### src/rtl/rmdc_pkg.sv
`default_nettype none
// ----------------------------------------------------------------------------
// rmdc_pkg
// Shared widths, defaults and control types for the row divisor-count selector.
// ----------------------------------------------------------------------------
package rmdc_pkg;

  localparam int VALUE_BITS_DEF = 16;
  localparam int MAX_ROWS_DEF   = 32;

  localparam int COUNT_W = 7;
  localparam int INDEX_W = 5;

  localparam logic [COUNT_W-1:0] COUNT_MAX = '1;

  typedef struct packed {
    logic start;
  } rem_ctl_t;

  typedef struct packed {
    logic busy;
    logic done;
    logic zero;
  } rem_sts_t;

endpackage
`default_nettype wire

### src/rtl/rmdc_ifs.sv
`default_nettype none
// ----------------------------------------------------------------------------
// rmdc channel interfaces
// Valid/ready channels for element requests and row results.
// ----------------------------------------------------------------------------
interface rmdc_in_if #(
  parameter int VALUE_BITS = 16
) ();
  logic                         valid;
  logic                         ready;
  logic signed [VALUE_BITS-1:0] element_value;
  logic                         row_end;
  logic                         matrix_end;

  modport source (output valid, output element_value, output row_end,
                  output matrix_end, input ready);
  modport sink   (input valid, input element_value, input row_end,
                  input matrix_end, output ready);
endinterface

interface rmdc_out_if #(
  parameter int VALUE_BITS = 16
) ();
  logic                         valid;
  logic                         ready;
  logic [4:0]                   row_index;
  logic signed [VALUE_BITS-1:0] best_value;
  logic [6:0]                   divisor_count;

  modport source (output valid, output row_index, output best_value,
                  output divisor_count, input ready);
  modport sink   (input valid, input row_index, input best_value,
                  input divisor_count, output ready);
endinterface
`default_nettype wire

### src/rtl/rmdc_rem.sv
`default_nettype none
// ----------------------------------------------------------------------------
// rmdc_rem
// Restoring remainder unit, one dividend bit per cycle; flags a zero remainder.
// ----------------------------------------------------------------------------
module rmdc_rem
  import rmdc_pkg::*;
#(
  parameter int VALUE_BITS = VALUE_BITS_DEF
) (
  input  wire logic                  clk,
  input  wire logic                  rst_n,
  input  wire rem_ctl_t              ctl,
  input  wire logic [VALUE_BITS-1:0] dividend,
  input  wire logic [VALUE_BITS-1:0] divisor,
  output rem_sts_t                   sts
);

  localparam int STEP_W = $clog2(VALUE_BITS + 1);

  logic                  busy_r;
  logic                  done_r;
  logic                  zero_r;
  logic [STEP_W-1:0]     step_r;
  logic [VALUE_BITS-1:0] dvd_r;
  logic [VALUE_BITS-1:0] dsr_r;
  logic [VALUE_BITS-1:0] rem_r;

  logic [VALUE_BITS:0]   shifted;
  logic [VALUE_BITS:0]   diff;
  logic                  ge;
  logic [VALUE_BITS-1:0] rem_nxt;

  assign shifted = {rem_r, dvd_r[VALUE_BITS-1]};
  assign ge      = shifted >= {1'b0, dsr_r};
  assign diff    = shifted - {1'b0, dsr_r};
  assign rem_nxt = ge ? diff[VALUE_BITS-1:0] : shifted[VALUE_BITS-1:0];

  always_ff @(posedge clk) begin
    if (!rst_n) begin
      busy_r <= 1'b0;
      done_r <= 1'b0;
      step_r <= '0;
    end else begin
      done_r <= 1'b0;
      if (ctl.start) begin
        busy_r <= 1'b1;
        step_r <= STEP_W'(VALUE_BITS);
      end else if (busy_r) begin
        step_r <= step_r - STEP_W'(1);
        if (step_r == STEP_W'(1)) begin
          busy_r <= 1'b0;
          done_r <= 1'b1;
        end
      end
    end
  end

  always_ff @(posedge clk) begin
    if (ctl.start) begin
      dvd_r <= dividend;
      dsr_r <= divisor;
      rem_r <= '0;
    end else if (busy_r) begin
      dvd_r <= dvd_r << 1;
      rem_r <= rem_nxt;
      if (step_r == STEP_W'(1)) begin
        zero_r <= (rem_nxt == '0);
      end
    end
  end

  assign sts.busy = busy_r;
  assign sts.done = done_r;
  assign sts.zero = zero_r;

`ifndef ASSERT_OFF
  a_rem_below_divisor: assert property (@(posedge clk) disable iff (!rst_n)
    busy_r && !$past(ctl.start) |-> rem_r < dsr_r)
    else $error("remainder not below divisor");
`endif

endmodule
`default_nettype wire

### src/rtl/rmdc_cnt.sv
`default_nettype none
// ----------------------------------------------------------------------------
// rmdc_cnt
// Divisor-count sequencer: steps trial divisors up to the square root and
// drives the shared remainder unit for each one.
// ----------------------------------------------------------------------------
module rmdc_cnt
  import rmdc_pkg::*;
#(
  parameter int VALUE_BITS = VALUE_BITS_DEF
) (
  input  wire logic                  clk,
  input  wire logic                  rst_n,
  input  wire logic                  start,
  input  wire logic [VALUE_BITS-1:0] n,
  output logic                       done,
  output logic [COUNT_W-1:0]         count,
  output rem_ctl_t                   rem_ctl,
  output logic [VALUE_BITS-1:0]      rem_dividend,
  output logic [VALUE_BITS-1:0]      rem_divisor,
  input  wire rem_sts_t              rem_sts
);

  localparam logic [1:0] C_IDLE = 2'd0;
  localparam logic [1:0] C_TEST = 2'd1;
  localparam logic [1:0] C_WAIT = 2'd2;

  logic [1:0]            state_r;
  logic [1:0]            state_nxt;
  logic                  done_r;
  logic [VALUE_BITS-1:0] n_r;
  logic [VALUE_BITS-1:0] i_r;
  logic [VALUE_BITS:0]   sq_r;
  logic [COUNT_W-1:0]    cnt_r;

  logic                  in_range;
  logic                  is_root;
  logic [COUNT_W:0]      sum;
  logic [COUNT_W-1:0]    cnt_sat;

  assign in_range = sq_r <= {1'b0, n_r};
  assign is_root  = sq_r == {1'b0, n_r};
  assign sum      = {1'b0, cnt_r} + (is_root ? (COUNT_W+1)'(1) : (COUNT_W+1)'(2));
  assign cnt_sat  = (sum > {1'b0, COUNT_MAX}) ? COUNT_MAX : sum[COUNT_W-1:0];

  always_comb begin
    state_nxt = state_r;
    unique case (state_r)
      C_IDLE: if (start) state_nxt = C_TEST;
      C_TEST: state_nxt = in_range ? C_WAIT : C_IDLE;
      C_WAIT: if (rem_sts.done) state_nxt = C_TEST;
      default: state_nxt = C_IDLE;
    endcase
  end

  always_ff @(posedge clk) begin
    if (!rst_n) begin
      state_r <= C_IDLE;
      done_r  <= 1'b0;
    end else begin
      state_r <= state_nxt;
      done_r  <= (state_r == C_TEST) && !in_range;
    end
  end

  always_ff @(posedge clk) begin
    if (state_r == C_IDLE && start) begin
      n_r   <= n;
      i_r   <= VALUE_BITS'(1);
      sq_r  <= (VALUE_BITS+1)'(1);
      cnt_r <= '0;
    end else if (state_r == C_WAIT && rem_sts.done) begin
      if (rem_sts.zero) begin
        cnt_r <= cnt_sat;
      end
      i_r  <= i_r + VALUE_BITS'(1);
      sq_r <= sq_r + {i_r, 1'b1};
    end
  end

  assign rem_ctl.start = (state_r == C_TEST) && in_range;
  assign rem_dividend  = n_r;
  assign rem_divisor   = i_r;
  assign done          = done_r;
  assign count         = cnt_r;

`ifndef ASSERT_OFF
  a_nonzero_has_divisor: assert property (@(posedge clk) disable iff (!rst_n)
    done_r && (n_r != '0) |-> cnt_r != '0)
    else $error("nonzero value finished with no divisors");

  a_wait_has_unit: assert property (@(posedge clk) disable iff (!rst_n)
    state_r == C_WAIT |-> rem_sts.busy || rem_sts.done)
    else $error("waiting on an idle remainder unit");
`endif

endmodule
`default_nettype wire

### src/rtl/row_max_divisor_count_selector_unit.sv
`default_nettype none
// ----------------------------------------------------------------------------
// row_max_divisor_count_selector_unit
// Per-row selection of the first element with the most positive divisors.
// ----------------------------------------------------------------------------
// Elements arrive in row order; each one is held until its divisor count is
// known, then ready rises again. Trial divisors up to the square root go one
// at a time through a single restoring remainder unit that retires one
// dividend bit per cycle, and each divisor found below the root adds two to
// the count. A row-end request produces one result; it waits in the output
// register, and a later row end stalls only while that result is still
// untaken. A matrix end on a row-end request returns the row index to zero,
// as does a row end on the last row.
// ----------------------------------------------------------------------------
module row_max_divisor_count_selector_unit
  import rmdc_pkg::*;
#(
  parameter int VALUE_BITS = VALUE_BITS_DEF,
  parameter int MAX_ROWS   = MAX_ROWS_DEF
) (
  input  wire logic  clk,
  input  wire logic  rst_n,
  rmdc_in_if.sink    in_chan,
  rmdc_out_if.source out_chan
);

  localparam int ROW_W = $clog2(MAX_ROWS);

  localparam logic [1:0] S_IDLE  = 2'd0;
  localparam logic [1:0] S_COUNT = 2'd1;
  localparam logic [1:0] S_UPD   = 2'd2;

  logic [1:0]            state_r;
  logic                  rend_r;
  logic                  mend_r;
  logic [VALUE_BITS-1:0] elem_r;
  logic [COUNT_W-1:0]    item_cnt_r;
  logic [COUNT_W-1:0]    best_cnt_r;
  logic [VALUE_BITS-1:0] best_elem_r;
  logic                  open_r;
  logic [ROW_W-1:0]      row_r;
  logic                  out_valid_r;
  logic [INDEX_W-1:0]    out_idx_r;
  logic [VALUE_BITS-1:0] out_val_r;
  logic [COUNT_W-1:0]    out_cnt_r;

  logic                  in_fire;
  logic [VALUE_BITS-1:0] elem_u;
  logic [VALUE_BITS-1:0] mag;
  logic                  take;
  logic [COUNT_W-1:0]    nb_cnt;
  logic [VALUE_BITS-1:0] nb_elem;
  logic                  emit;
  logic                  row_done;
  logic [ROW_W+INDEX_W-1:0] row_ext;

  logic                  cnt_done;
  logic [COUNT_W-1:0]    cnt_count;
  rem_ctl_t              rem_ctl;
  rem_sts_t              rem_sts;
  logic [VALUE_BITS-1:0] rem_dividend;
  logic [VALUE_BITS-1:0] rem_divisor;

  assign in_chan.ready = (state_r == S_IDLE);
  assign in_fire       = in_chan.valid && in_chan.ready;
  assign elem_u        = in_chan.element_value;
  assign mag           = elem_u[VALUE_BITS-1] ? (~elem_u + VALUE_BITS'(1)) : elem_u;

  assign take     = !open_r || (item_cnt_r > best_cnt_r);
  assign nb_cnt   = take ? item_cnt_r : best_cnt_r;
  assign nb_elem  = take ? elem_r : best_elem_r;
  assign emit     = (state_r == S_UPD) && rend_r && (!out_valid_r || out_chan.ready);
  assign row_done = (state_r == S_UPD) && (!rend_r || emit);
  assign row_ext  = {{INDEX_W{1'b0}}, row_r};

  rmdc_cnt #(
    .VALUE_BITS(VALUE_BITS)
  ) u_cnt (
    .clk          (clk),
    .rst_n        (rst_n),
    .start        (in_fire),
    .n            (mag),
    .done         (cnt_done),
    .count        (cnt_count),
    .rem_ctl      (rem_ctl),
    .rem_dividend (rem_dividend),
    .rem_divisor  (rem_divisor),
    .rem_sts      (rem_sts)
  );

  rmdc_rem #(
    .VALUE_BITS(VALUE_BITS)
  ) u_rem (
    .clk      (clk),
    .rst_n    (rst_n),
    .ctl      (rem_ctl),
    .dividend (rem_dividend),
    .divisor  (rem_divisor),
    .sts      (rem_sts)
  );

  always_ff @(posedge clk) begin
    if (!rst_n) begin
      state_r     <= S_IDLE;
      best_cnt_r  <= '0;
      best_elem_r <= '0;
      open_r      <= 1'b0;
      row_r       <= '0;
      out_valid_r <= 1'b0;
    end else begin
      unique case (state_r)
        S_IDLE:  if (in_fire) state_r <= S_COUNT;
        S_COUNT: if (cnt_done) state_r <= S_UPD;
        S_UPD:   if (row_done) state_r <= S_IDLE;
        default: state_r <= S_IDLE;
      endcase

      if (emit) begin
        out_valid_r <= 1'b1;
      end else if (out_chan.ready) begin
        out_valid_r <= 1'b0;
      end

      if (state_r == S_UPD && !rend_r) begin
        best_cnt_r  <= nb_cnt;
        best_elem_r <= nb_elem;
        open_r      <= 1'b1;
      end else if (emit) begin
        best_cnt_r  <= '0;
        best_elem_r <= '0;
        open_r      <= 1'b0;
        if (mend_r || row_r == ROW_W'(MAX_ROWS - 1)) begin
          row_r <= '0;
        end else begin
          row_r <= row_r + ROW_W'(1);
        end
      end
    end
  end

  always_ff @(posedge clk) begin
    if (in_fire) begin
      elem_r <= elem_u;
      rend_r <= in_chan.row_end;
      mend_r <= in_chan.matrix_end;
    end
    if (state_r == S_COUNT && cnt_done) begin
      item_cnt_r <= cnt_count;
    end
    if (emit) begin
      out_idx_r <= row_ext[INDEX_W-1:0];
      out_val_r <= nb_elem;
      out_cnt_r <= nb_cnt;
    end
  end

  assign out_chan.valid         = out_valid_r;
  assign out_chan.row_index     = out_idx_r;
  assign out_chan.best_value    = out_val_r;
  assign out_chan.divisor_count = out_cnt_r;

`ifndef ASSERT_OFF
  a_busy_after_request: assert property (@(posedge clk) disable iff (!rst_n)
    in_fire |=> state_r == S_COUNT)
    else $error("request accepted without starting the count");

  a_result_from_row_end: assert property (@(posedge clk) disable iff (!rst_n)
    $rose(out_valid_r) |-> $past(state_r == S_UPD && rend_r))
    else $error("result raised without a row end");

  a_row_in_range: assert property (@(posedge clk) disable iff (!rst_n)
    row_r <= ROW_W'(MAX_ROWS - 1))
    else $error("row counter past last row");
`endif

endmodule
`default_nettype wire
### src/flat_wrapper.sv
// flat-port wrapper written by rule: the top's interface ports become plain ports
module row_max_divisor_count_selector_unit_flat import rmdc_pkg::*;
#(
  parameter int VALUE_BITS = VALUE_BITS_DEF,
  parameter int MAX_ROWS   = MAX_ROWS_DEF
)
  (clk, rst_n, in_chan_valid, in_chan_element_value, in_chan_row_end, in_chan_matrix_end, in_chan_ready, out_chan_valid, out_chan_row_index, out_chan_best_value, out_chan_divisor_count, out_chan_ready);
  rmdc_in_if #(.VALUE_BITS(VALUE_BITS)) in_chan_i ();
  rmdc_out_if #(.VALUE_BITS(VALUE_BITS)) out_chan_i ();
  input  wire logic clk;
  input  wire logic rst_n;
  input wire logic [$bits(in_chan_i.valid)-1:0] in_chan_valid;
  input wire logic [$bits(in_chan_i.element_value)-1:0] in_chan_element_value;
  input wire logic [$bits(in_chan_i.row_end)-1:0] in_chan_row_end;
  input wire logic [$bits(in_chan_i.matrix_end)-1:0] in_chan_matrix_end;
  output wire logic [$bits(in_chan_i.ready)-1:0] in_chan_ready;
  output wire logic [$bits(out_chan_i.valid)-1:0] out_chan_valid;
  output wire logic [$bits(out_chan_i.row_index)-1:0] out_chan_row_index;
  output wire logic [$bits(out_chan_i.best_value)-1:0] out_chan_best_value;
  output wire logic [$bits(out_chan_i.divisor_count)-1:0] out_chan_divisor_count;
  input wire logic [$bits(out_chan_i.ready)-1:0] out_chan_ready;
  assign in_chan_i.valid = in_chan_valid;
  assign in_chan_i.element_value = in_chan_element_value;
  assign in_chan_i.row_end = in_chan_row_end;
  assign in_chan_i.matrix_end = in_chan_matrix_end;
  assign in_chan_ready = in_chan_i.ready;
  assign out_chan_valid = out_chan_i.valid;
  assign out_chan_row_index = out_chan_i.row_index;
  assign out_chan_best_value = out_chan_i.best_value;
  assign out_chan_divisor_count = out_chan_i.divisor_count;
  assign out_chan_i.ready = out_chan_ready;
  row_max_divisor_count_selector_unit #(.VALUE_BITS(VALUE_BITS), .MAX_ROWS(MAX_ROWS)) u_core (.clk(clk), .rst_n(rst_n), .in_chan(in_chan_i), .out_chan(out_chan_i));
endmodule
### config.mk
export PLATFORM = sky130hd
export DESIGN_NAME = row_max_divisor_count_selector_unit_flat
export DESIGN_NICKNAME = d
export VERILOG_FILES = /design/src/rtl/rmdc_pkg.sv /design/src/rtl/rmdc_ifs.sv /design/src/rtl/rmdc_rem.sv /design/src/rtl/rmdc_cnt.sv /design/src/rtl/row_max_divisor_count_selector_unit.sv /design/src/flat_wrapper.sv
export SDC_FILE = /design/constraint.sdc
export NUM_CORES = 1
export LEC_CHECK = 0
export ABC_AREA = 1
export BUFFER_PORTS_ARGS = -buffer_cell sky130_fd_sc_hd__buf_2
export CAP_MARGIN = 25
export CORE_MARGIN = 8
export CORE_UTILIZATION = 40
export CTS_CLUSTER_SIZE = 25
export DETAILED_ROUTE_END_ITERATION = 7
export SLEW_MARGIN = 10
export SYNTH_ARGS = -nofsm -noshare
export SYNTH_HDL_FRONTEND = slang
export SYNTH_SLANG_ARGS = --single-unit
### constraint.sdc
create_clock -name clk -period 3 [get_ports clk]
set_clock_uncertainty 0.15 [all_clocks]
set_input_delay 0.9 -clock clk [delete_from_list [all_inputs] [get_ports clk]]
set_output_delay 0.9 -clock clk [all_outputs]
set_load 0.005 [all_outputs]
==> impl_metrics.py, run 1 <==
metrics = {
    "global_routing": {
        "antenna_found_initial": 0,
        "grt_pass1_vias": 8317,
        "grt_pass1_wl_um": 40100,
        "grt_overflow": 0,
        "grt_max_degree": 32,
        "grt_use_total": 0.149,
    },
    "sta": {
        "fmax_mhz": 358,
        "relSlewSlack": 0.487,
        "min_period_ns": 2.79,
        "setup-tns-final_ns": 0,
        "grt_setup_unrepaired": "no",
        "hold_violations": 0,
        "worst_slack_ns": 0.209,
        "setup_viol_count_final": 0,
        "finalCritPeriodShare": 0.930,
        "tightest_slew_ns": 0.768,
        "slew_violations": 0,
    },
    "logic_synthesis": {
        "seq_area_frac_synth": 0.470,
        "ys_seq_elements": 200,
        "synthesis.nets": 1385,
        "yosys_most_used_dff": "edfxtp_1",
        "syn_inst": 1298,
        "avgSynthCellArea_um2": 8.23,
        "synth_top_area_share": 0.287,
        "syn-cell-area_mm2": 0.0107,
        "yosysTopAreaCell": "edfxtp_1",
        "synth_cell_types": 47,
        "synth_area_leaders": "edfxtp_1 29%, dfxtp_1 18%, nand2_1 12%",
        "synth_enable_flop_cells": 102,
        "synth_warnings": 0,
        "async_reset_ff_frac": 0,
    },
    "routing": {
        "route.vias.total": 8362,
        "drt-initial-drc-count": 566,
        "final_antenna_net_count": 0,
        "viasPerCell": 4.88,
        "drc": 0,
        "firstDrtPassIters": 7,
        "wl_per_cell_um": 13.7,
        "wl_um": 23500,
    },
    "power": {
        "p_per_area_mw_per_mm2": 693,
        "irDropWorstVdd_mv": 0.332,
        "p_total_mw": 8.32,
        "p_leak_nw": 5.45,
    },
    "clocking": {
        "cts_resized": 0,
        "cts_root_buf": "clkbuf_16",
        "cts_buffers": 17,
        "post_cts_buffers": 0,
        "clockBufferDepth": 2,
        "cts.sinks": 200,
        "clk_pin_slew_worst_paths_ns": 0.08,
        "cts_htree_levels": 4,
        "cts_tree": "yes",
        "clk_latency_ns": 0.44,
        "cts_hold_buffers": 0,
    },
    "final_layout": {
        "final_cell_mix": "344 x nand2_1, 184 x inv_1, 102 x edfxtp_1",
        "fillers": 2652,
        "drive_gt1_frac": 0.117,
        "final_nets": 1446,
        "n_antenna_cell": 0,
        "multi_input_area_mm2": 0.00478,
        "mostFrequentLayoutCell": "nand2_1",
        "register_area_mm2": 0.00502,
        "finalNonFillerCells": 1713,
        "syn_to_final_growth_pct": 12.4,
    },
    "worst_setup_path": {
        "arrival_ns": 2.95,
        "r2r-end": "u_core.u_cnt.count[6]",
        "rrSetupSlack_ns": 0.21,
        "reg2reg_depth": 14,
        "worstPathRequired_ns": 3.16,
        "cp-end-kind": "flip-flop",
        "crit_end": "u_core.u_cnt.count[6]",
        "startpoint": "u_core.u_cnt.sq_r[12]",
        "worstSetupPathType": "flip-flop to flip-flop",
        "cp-start-kind": "flip-flop",
        "rr_startpoint": "u_core.u_cnt.sq_r[12]",
        "path_max_fanout": 3,
    },
    "outcome": {
        "status": "completed",
    },
    "floorplanning": {
        "chipHeight_um": 179,
        "rows": 60,
        "core_mm2": 0.0266,
        "start_util": 0.402,
        "ios": 52,
        "fp.dieW_um": 179,
        "fp.dieArea_mm2": 0.0322,
    },
    "job": {
        "cap_violations": 0,
    },
    "placed_design": {
        "place_inst": 1681,
        "gp_congestion": 0.889,
        "io_buffers": 51,
        "pre_cts_slack_ns": 0.128,
        "place_hpwl_um": 17300,
    },
    "hold_path": {
        "min_path_type": "flip-flop to flip-flop",
        "hold_path.startpoint": "u_core.best_cnt_r[1]",
    },
}
[final cells by class]
class / instances / share of cell area
tap: 341 / 0.0355
clock inverter: 15 / 0.0169
timing repair buffer: 74 / 0.0356
clock buffer: 17 / 0.0354
multi-input combinational: 874 / 0.398
sequential: 200 / 0.419
inverter: 192 / 0.0600
[worst min path at each step]
stage | endpoint | cells past startpoint
2_1_floorplan | u_core.item_cnt_r[0] | 0
3_3_place_gp | u_core.out_chan.row_index[4] | 0
3_5_place_dp | u_core.best_cnt_r[3] | 2
4_1_cts | u_core.best_cnt_r[3] | 2
5_1_grt | u_core.out_chan.row_index[4] | 0
6_report | u_core.best_cnt_r[1] | 2
[registers in the layout (all words and copies together) (netlist names), 16 cells and up]
signal                      cells
u_core.out_chan.best_value     16
u_core.u_cnt.rem_dividend      16
u_core.u_rem.dvd_r             16
u_core.best_elem_r             16
u_core.u_rem.dsr_r             16
u_core.elem_r                  16
u_core.u_cnt.rem_divisor       16
u_core.u_cnt.sq_r              17
u_core.u_rem.rem_r             16
[cells by family (layout without fill, tap and decap cells)]
family	after synthesis	count (layout)	share of synthesized area
simple gates	574	574	0.238
buf+inv	224	298	0.0838
compound gates	200	200	0.101
flops	200	200	0.470
fa+ha+maj	65	65	0.0782
xor+xnor	35	35	0.0287
[cell usage after synthesis (15+ instances only)]
library cell and instances:
nand4_1 15, a21oi_1 99, o21ai_0 64, nor2_1 75
nand2_2 16, nand3_1 67, ha_1 62, nand2_1 344
edfxtp_1 102, clkbuf_1 17, xor2_1 26, inv_1 184
dfxtp_1 98
[per-layer routing]
layer | GRT usage | routed length (um) | vias up
met1 | 0.191 | 11300 | 3870
met5 | 0 | 0 | -
li1 | - | - | 4362
met4 | 0.0397 | 211 | 0
met2 | 0.256 | 11200 | 113
met3 | 0.0236 | 739 | 17
[critical path: stages (launching register included)]
cell and delay (ns):
dfxtp_1 0.36, ha_1 0.31, nand2_1 0.06, inv_1 0.06
nand3_1 0.09, nor2_2 0.18, and3_4 0.25, ha_1 0.16
inv_1 0.06, fa_1 0.36, inv_1 0.08, nand4_1 0.13
nand3b_1 0.21, a21oi_1 0.16, nor2_1 0.05
[report_power, final]
group	internal, mW	switching [mW]
Sequential	3.18	0.150
Clock	1.15	1.22
Combinational	0.915	1.71
Total	5.24	3.08
[stage by stage]
| step | util | area [um2] | hold slack (ns) |
|---|---|---|---|
| finish | 0.452 | 12000 | 0.319 |
| detailed placement | 0.428 | 11400 | 0.304 |
| CTS | 0.451 | 12000 | 0.317 |
| floorplan | - | 10700 | 0.280 |
| global route | 0.452 | 12000 | 0.328 |
| global placement | 0.428 | 11400 | 0.295 |
Note: power is estimated with default switching activity, not from simulation.
==> run 2, diff against run 1 <==
CORE_UTILIZATION = 30   (was 40)
==> run 2 against run 1 <==
  * Global-route usage down 3.2 points
  * Power about the same
  * Die area up 30%
  * Worst hold slack better by 0.0012 ns
  * Setup slack better by 0.026 ns
  * First-iteration DRC count up 0.88%
  * Non-clock buffer count down 1
  * Core utilization down 11 points
  * Critical path depth down 2
  * Register-to-register slack better by 0.03 ns
==> impl_metrics.py, run 2 (synthesis gave the netlist of run 1 again) <==
metrics = {
    "clocking": {
        "cts_root_buf": "clkbuf_16",
        "clk_latency_ns": 0.44,
        "cts_htree_levels": 4,
        "clockBufferDepth": 2,
        "cts_buffers": 17,
        "cts_tree": "yes",
        "clk_pin_slew_worst_paths_ns": 0.08,
        "cts.sinks": 200,
    },
    "power": {
        "irDropWorstVdd_mv": 0.348,
        "p_per_area_mw_per_mm2": 685,
        "p_leak_nw": 5.44,
    },
    "final_layout": {
        "fillers": 3592,
        "n_antenna_cell": 0,
        "syn_to_final_growth_pct": 13.6,
        "mostFrequentLayoutCell": "nand2_1",
        "top_register": "u_core.u_cnt.sq_r",
        "final_nets": 1445,
        "final_cell_mix": "344 x nand2_1, 184 x inv_1, 102 x edfxtp_1",
        "largest_register_ffs": 17,
        "drive_gt1_frac": 0.117,
    },
    "worst_setup_path": {
        "cpPeakStageDelay_ns": 0.50,
        "cp-end-kind": "flip-flop",
        "worst_path_most_repeated_cell": "nand2_1",
        "worstSetupPathType": "flip-flop to flip-flop",
        "worstPathRequired_ns": 3.01,
        "slowest_stage": "o21ai_0",
        "arrival_ns": 2.78,
        "cp-start-kind": "flip-flop",
        "path_max_fanout": 19,
        "cp_cell_sequence": "inv_1 > ha_1 > nand2_1 > inv_1 > o21ai_0 > a21oi_1 > nor2_1 > nand3_1 > nand2_1 > nand2_1 > buf_4 > o21ai_0",
    },
    "routing": {
        "wl_um": 24100,
        "route.vias.total": 8388,
        "wl_per_cell_um": 13.1,
        "drc": 0,
        "final_antenna_net_count": 0,
        "viasPerCell": 4.58,
        "drt-initial-drc-count": 571,
        "firstDrtPassIters": 5,
    },
    "floorplanning": {
        "core_mm2": 0.0353,
        "rows": 69,
        "chipHeight_um": 205,
        "ios": 52,
        "start_util": 0.303,
        "fp.dieW_um": 205,
        "fp.dieArea_mm2": 0.0419,
    },
    "global_routing": {
        "grt_use_met1": 0.153,
        "grt_overflow": 0,
        "antenna_found_initial": 0,
        "grt_max_degree": 32,
        "busiest_layer": "met2",
        "grt_pass1_vias": 8187,
        "use_met3": 0.0190,
        "grt_pass1_wl_um": 40300,
        "grt_util_met2": 0.194,
        "grt_use_total": 0.116,
    },
    "sta": {
        "min_period_ns": 2.77,
        "whs_ns": 0.320,
        "hold_violations": 0,
        "relSlewSlack": 0.526,
        "slew_violations": 0,
        "setup-tns-final_ns": 0,
        "tightest_slew_ns": 0.710,
        "setup_viol_count_final": 0,
        "fmax_mhz": 362,
        "finalCritPeriodShare": 0.922,
        "grt_setup_unrepaired": "no",
    },
    "outcome": {
        "status": "completed",
    },
    "hold_path": {
        "min_path_type": "flip-flop to flip-flop",
    },
    "placed_design": {
        "place_hpwl_um": 17900,
        "io_buffers": 51,
        "gp_congestion": 0.859,
    },
    "job": {
        "cap_violations": 0,
    },
}
## run 2: worst paths after layout
kind	from	to	slack, ns	cells after the start
setup / recovery	u_core.u_cnt.rem_dividend[10]	u_core.u_rem.dvd_r[15]	0.23	12
hold / removal	u_core.best_elem_r[4]	u_core.best_elem_r[4]	0.32	2
setup reg to reg	u_core.u_cnt.rem_dividend[10]	u_core.u_rem.dvd_r[15]	0.23	12
hold reg to reg	u_core.best_elem_r[4]	u_core.best_elem_r[4]	0.32	2
## run 2: repair_timing
item	CTS	global route
hold buffers	0	0
resized for setup	0	6
endpoints found under the hold margin	0	0
buffers inserted	0	0
endpoints found under the setup margin	0	2
## run 2: worst max-delay path, delay by kind of cell (launching register included)
| kind | cells | cell delay (ns) |
|---|---|---|
| compound gates | 3 | 0.72 |
| simple gates | 5 | 0.66 |
| flops | 1 | 0.38 |
| buf+inv | 3 | 0.35 |
| fa+ha+maj | 1 | 0.24 |
## run 2: cell type report
class	count	area, um2	area share
inverter	192	721	0.0594
multi-input combinational	874	4790	0.394
clock inverter	14	180	0.0148
tap	461	577	0.0475
sequential	200	5020	0.414
clock buffer	18	429	0.0354
timing repair buffer	73	420	0.0346
## run 2: report_power, final
part | switching, mW | internal (mW) | total [mW] | leakage (nW)
Clock | 1.19 | 1.14 | 2.32 | 0.293
Sequential | 0.138 | 3.18 | 3.31 | 1.75
Combinational | 1.76 | 0.921 | 2.68 | 3.39
## run 2: layer usage
metal,wire length (um),up-vias
met5,0,-
met2,11200,123
met3,727,19
met4,323,0
li1,-,4360
met1,11800,3886
## run 2: metrics by stage
step | cells | util | worst slack, ns | total power [mW] | area (um2)
after floorplan | 1298 | - | 0.391 | 5.45 | 10700
after global placement | 1800 | 0.326 | 0.146 | 6.01 | 11500
after detailed placement | 1800 | 0.326 | 0.114 | 6.05 | 11500
after CTS | 1832 | 0.343 | 0.115 | 8.38 | 12100
after global routing | 1832 | 0.344 | 0.00519 | 8.90 | 12100
final | 1832 | 0.344 | 0.234 | 8.32 | 12100
==> run 3, diff against run 2 <==
HOLD_SLACK_MARGIN = 0.03   (was not set)
SYNTH_HIERARCHICAL = 1   (was not set)
==> run 3 against run 2 <==
  * Critical path depth rose by 2
  * Power fell by 21%
  * First-iteration DRC count rose by 9.8%
  * Synthesized area rose by 5.0%
  * Routed wire length rose by 6.5%
  * Combinational power fell by 63%
  * Sequential cell count did not move
  * Core utilization fell by 0.42 points
  * Highest routed layer unchanged
==> impl_metrics.py, run 3 <==
metrics = {
    "worst_setup_path": {
        "cp-end-kind": "flip-flop",
        "cp-start-kind": "flip-flop",
        "arrival_ns": 2.81,
        "r2r-end": "u_core/u_rem/zero_r",
        "cpPeakStageDelay_ns": 0.45,
        "rr_startpoint": "u_core/u_rem/rem_r[7]",
        "worstPathRequired_ns": 3.15,
        "worst_path_most_repeated_cell": "nand2_1",
        "cp_cell_sequence": "ha_1 > nand2_2 > inv_1 > nand2_1 > nand2_1 > inv_1 > nand3_2 > nand2_4 > nand2_4 > o21ai_0 > nand2_1 > nor2_1 > nand2_1 > nor2_1",
        "slowest_stage": "dfxtp_1",
        "worstSetupPathType": "flip-flop to flip-flop",
        "rrSetupSlack_ns": 0.34,
        "path_max_fanout": 19,
        "reg2reg_depth": 14,
    },
    "hold_path": {
        "hold_end": "u_core/best_cnt_r[5]",
        "min_path_type": "flip-flop to flip-flop",
        "hold_path.startpoint": "u_core/best_cnt_r[5]",
        "hold_depth": 2,
    },
    "routing": {
        "viasPerCell": 4.65,
        "drt-initial-drc-count": 627,
        "final_antenna_net_count": 0,
        "route.vias.total": 9119,
        "wl_um": 25600,
        "wl_per_cell_um": 13.1,
        "firstDrtPassIters": 5,
        "drc": 0,
    },
    "sta": {
        "finalCritPeriodShare": 0.885,
        "relSlewSlack": 0.510,
        "grt_setup_unrepaired": "no",
        "fmax_mhz": 377,
        "setup_viol_count_final": 0,
        "min_period_ns": 2.66,
        "hold_violations": 0,
        "setup-tns-final_ns": 0,
        "whs_ns": 0.319,
        "slew_violations": 0,
        "tightest_slew_ns": 0.732,
    },
    "clocking": {
        "cts_root_buf": "clkbuf_16",
        "cts_htree_levels": 4,
        "clk_pin_slew_worst_paths_ns": 0.09,
        "cts_hold_buffers": 0,
        "cts.sinks": 200,
        "cts_buffers": 17,
        "clockBufferDepth": 2,
        "clk_latency_ns": 0.45,
        "cts_tree": "yes",
    },
    "floorplanning": {
        "core_mm2": 0.0372,
        "rows": 71,
        "fp.dieArea_mm2": 0.0438,
        "ios": 52,
        "chipHeight_um": 209,
        "fp.dieW_um": 209,
        "start_util": 0.301,
    },
    "global_routing": {
        "grt_util_met2": 0.196,
        "grt_pass1_vias": 8837,
        "antenna_found_initial": 0,
        "grt_pass1_wl_um": 43000,
        "busiest_layer": "met2",
        "use_met3": 0.0200,
        "grt_use_met1": 0.152,
        "grt_overflow": 0,
        "grt_use_total": 0.117,
        "grt_max_degree": 35,
    },
    "logic_synthesis": {
        "avgSynthCellArea_um2": 7.87,
        "syn_inst": 1425,
        "synthesis.nets": 1512,
        "synth_warnings": 6,
        "syn-cell-area_mm2": 0.0112,
    },
    "power": {
        "irDropWorstVdd_mv": 0.386,
        "p_leak_nw": 5.73,
        "p_per_area_mw_per_mm2": 522,
        "p_total_mw": 6.60,
    },
    "final_layout": {
        "final_util": 0.340,
        "syn_to_final_growth_pct": 12.7,
        "final_nets": 1562,
        "fillers": 3799,
        "top_register": "u_core/u_cnt/sq_r",
        "final_cell_mix": "374 x nand2_1, 240 x inv_1, 124 x nand3_1",
        "mostFrequentLayoutCell": "nand2_1",
        "drive_gt1_frac": 0.0981,
        "multi_input_area_mm2": 0.00508,
        "n_antenna_cell": 0,
        "register_area_mm2": 0.00502,
        "largest_register_ffs": 17,
    },
    "job": {
        "cap_violations": 0,
    },
    "placed_design": {
        "place_hpwl_um": 19300,
        "io_buffers": 51,
        "gp_congestion": 0.934,
    },
    "outcome": {
        "status": "completed",
    },
}
run 3: critical path: cells and delay by family (launching register included):
family	cells	cell delay [ns]
AND/OR/NAND/NOR	10	1.15
adder cells (fa/ha/maj)	1	0.36
AO/OA/AOI/OAI	1	0.26
buffers and inverters	2	0.15
flip-flops	1	0.45
run 3: stage by stage:
stage,cell area [um2],worst slack [ns],cells
2_1_floorplan,11200,0.186,1425
6_report,12600,0.345,1962
3_3_place_gp,12000,0.373,1930
4_1_cts,12600,0.310,1962
3_5_place_dp,12000,0.358,1930
5_1_grt,12600,0.0757,1962
run 3: per-layer routing:
| metal | vias up | share of wire |
|---|---|---|
| met4 | 0 | 0.016 |
| met1 | 4232 | 0.47 |
| li1 | 4669 | - |
| met5 | - | 0 |
| met3 | 29 | 0.035 |
| met2 | 189 | 0.47 |
run 3: worst max-delay path by stage:
stage                                   end  slack (ns)                          from
2_1_floorplan  u_core/u_cnt/rem_dividend[0]        0.19                 in_chan_valid
3_3_place_gp            u_core/u_rem/zero_r        0.37         u_core/u_rem/rem_r[7]
3_5_place_dp          u_core/u_cnt/count[6]        0.36  u_core/u_cnt/rem_dividend[2]
4_1_cts               u_core/u_cnt/count[6]        0.31  u_core/u_cnt/rem_dividend[2]
5_1_grt               u_core/u_cnt/count[6]        0.08  u_core/u_cnt/rem_dividend[2]
6_report                u_core/u_rem/zero_r        0.34         u_core/u_rem/rem_r[7]
run 3: timing repair:
action / CTS / global route
hold endpoints to repair: 0 / 0
gates resized for setup: 0 / 1
buffers inserted: 0 / 0
setup endpoints to repair: 0 / 1
run 3: area by class of cell:
| type | count | area share |
|---|---|---|
| tap | 474 | 0.0469 |
| clock buffer | 17 | 0.0337 |
| multi-input combinational | 946 | 0.402 |
| timing repair buffer | 64 | 0.0289 |
| clock inverter | 15 | 0.0184 |
| sequential | 200 | 0.398 |
| inverter | 246 | 0.0730 |
run 3: where the power goes:
group          switching [mW]  internal [mW]
registers              0.0787           3.03
logic                   0.655          0.324
clock network            1.30           1.21
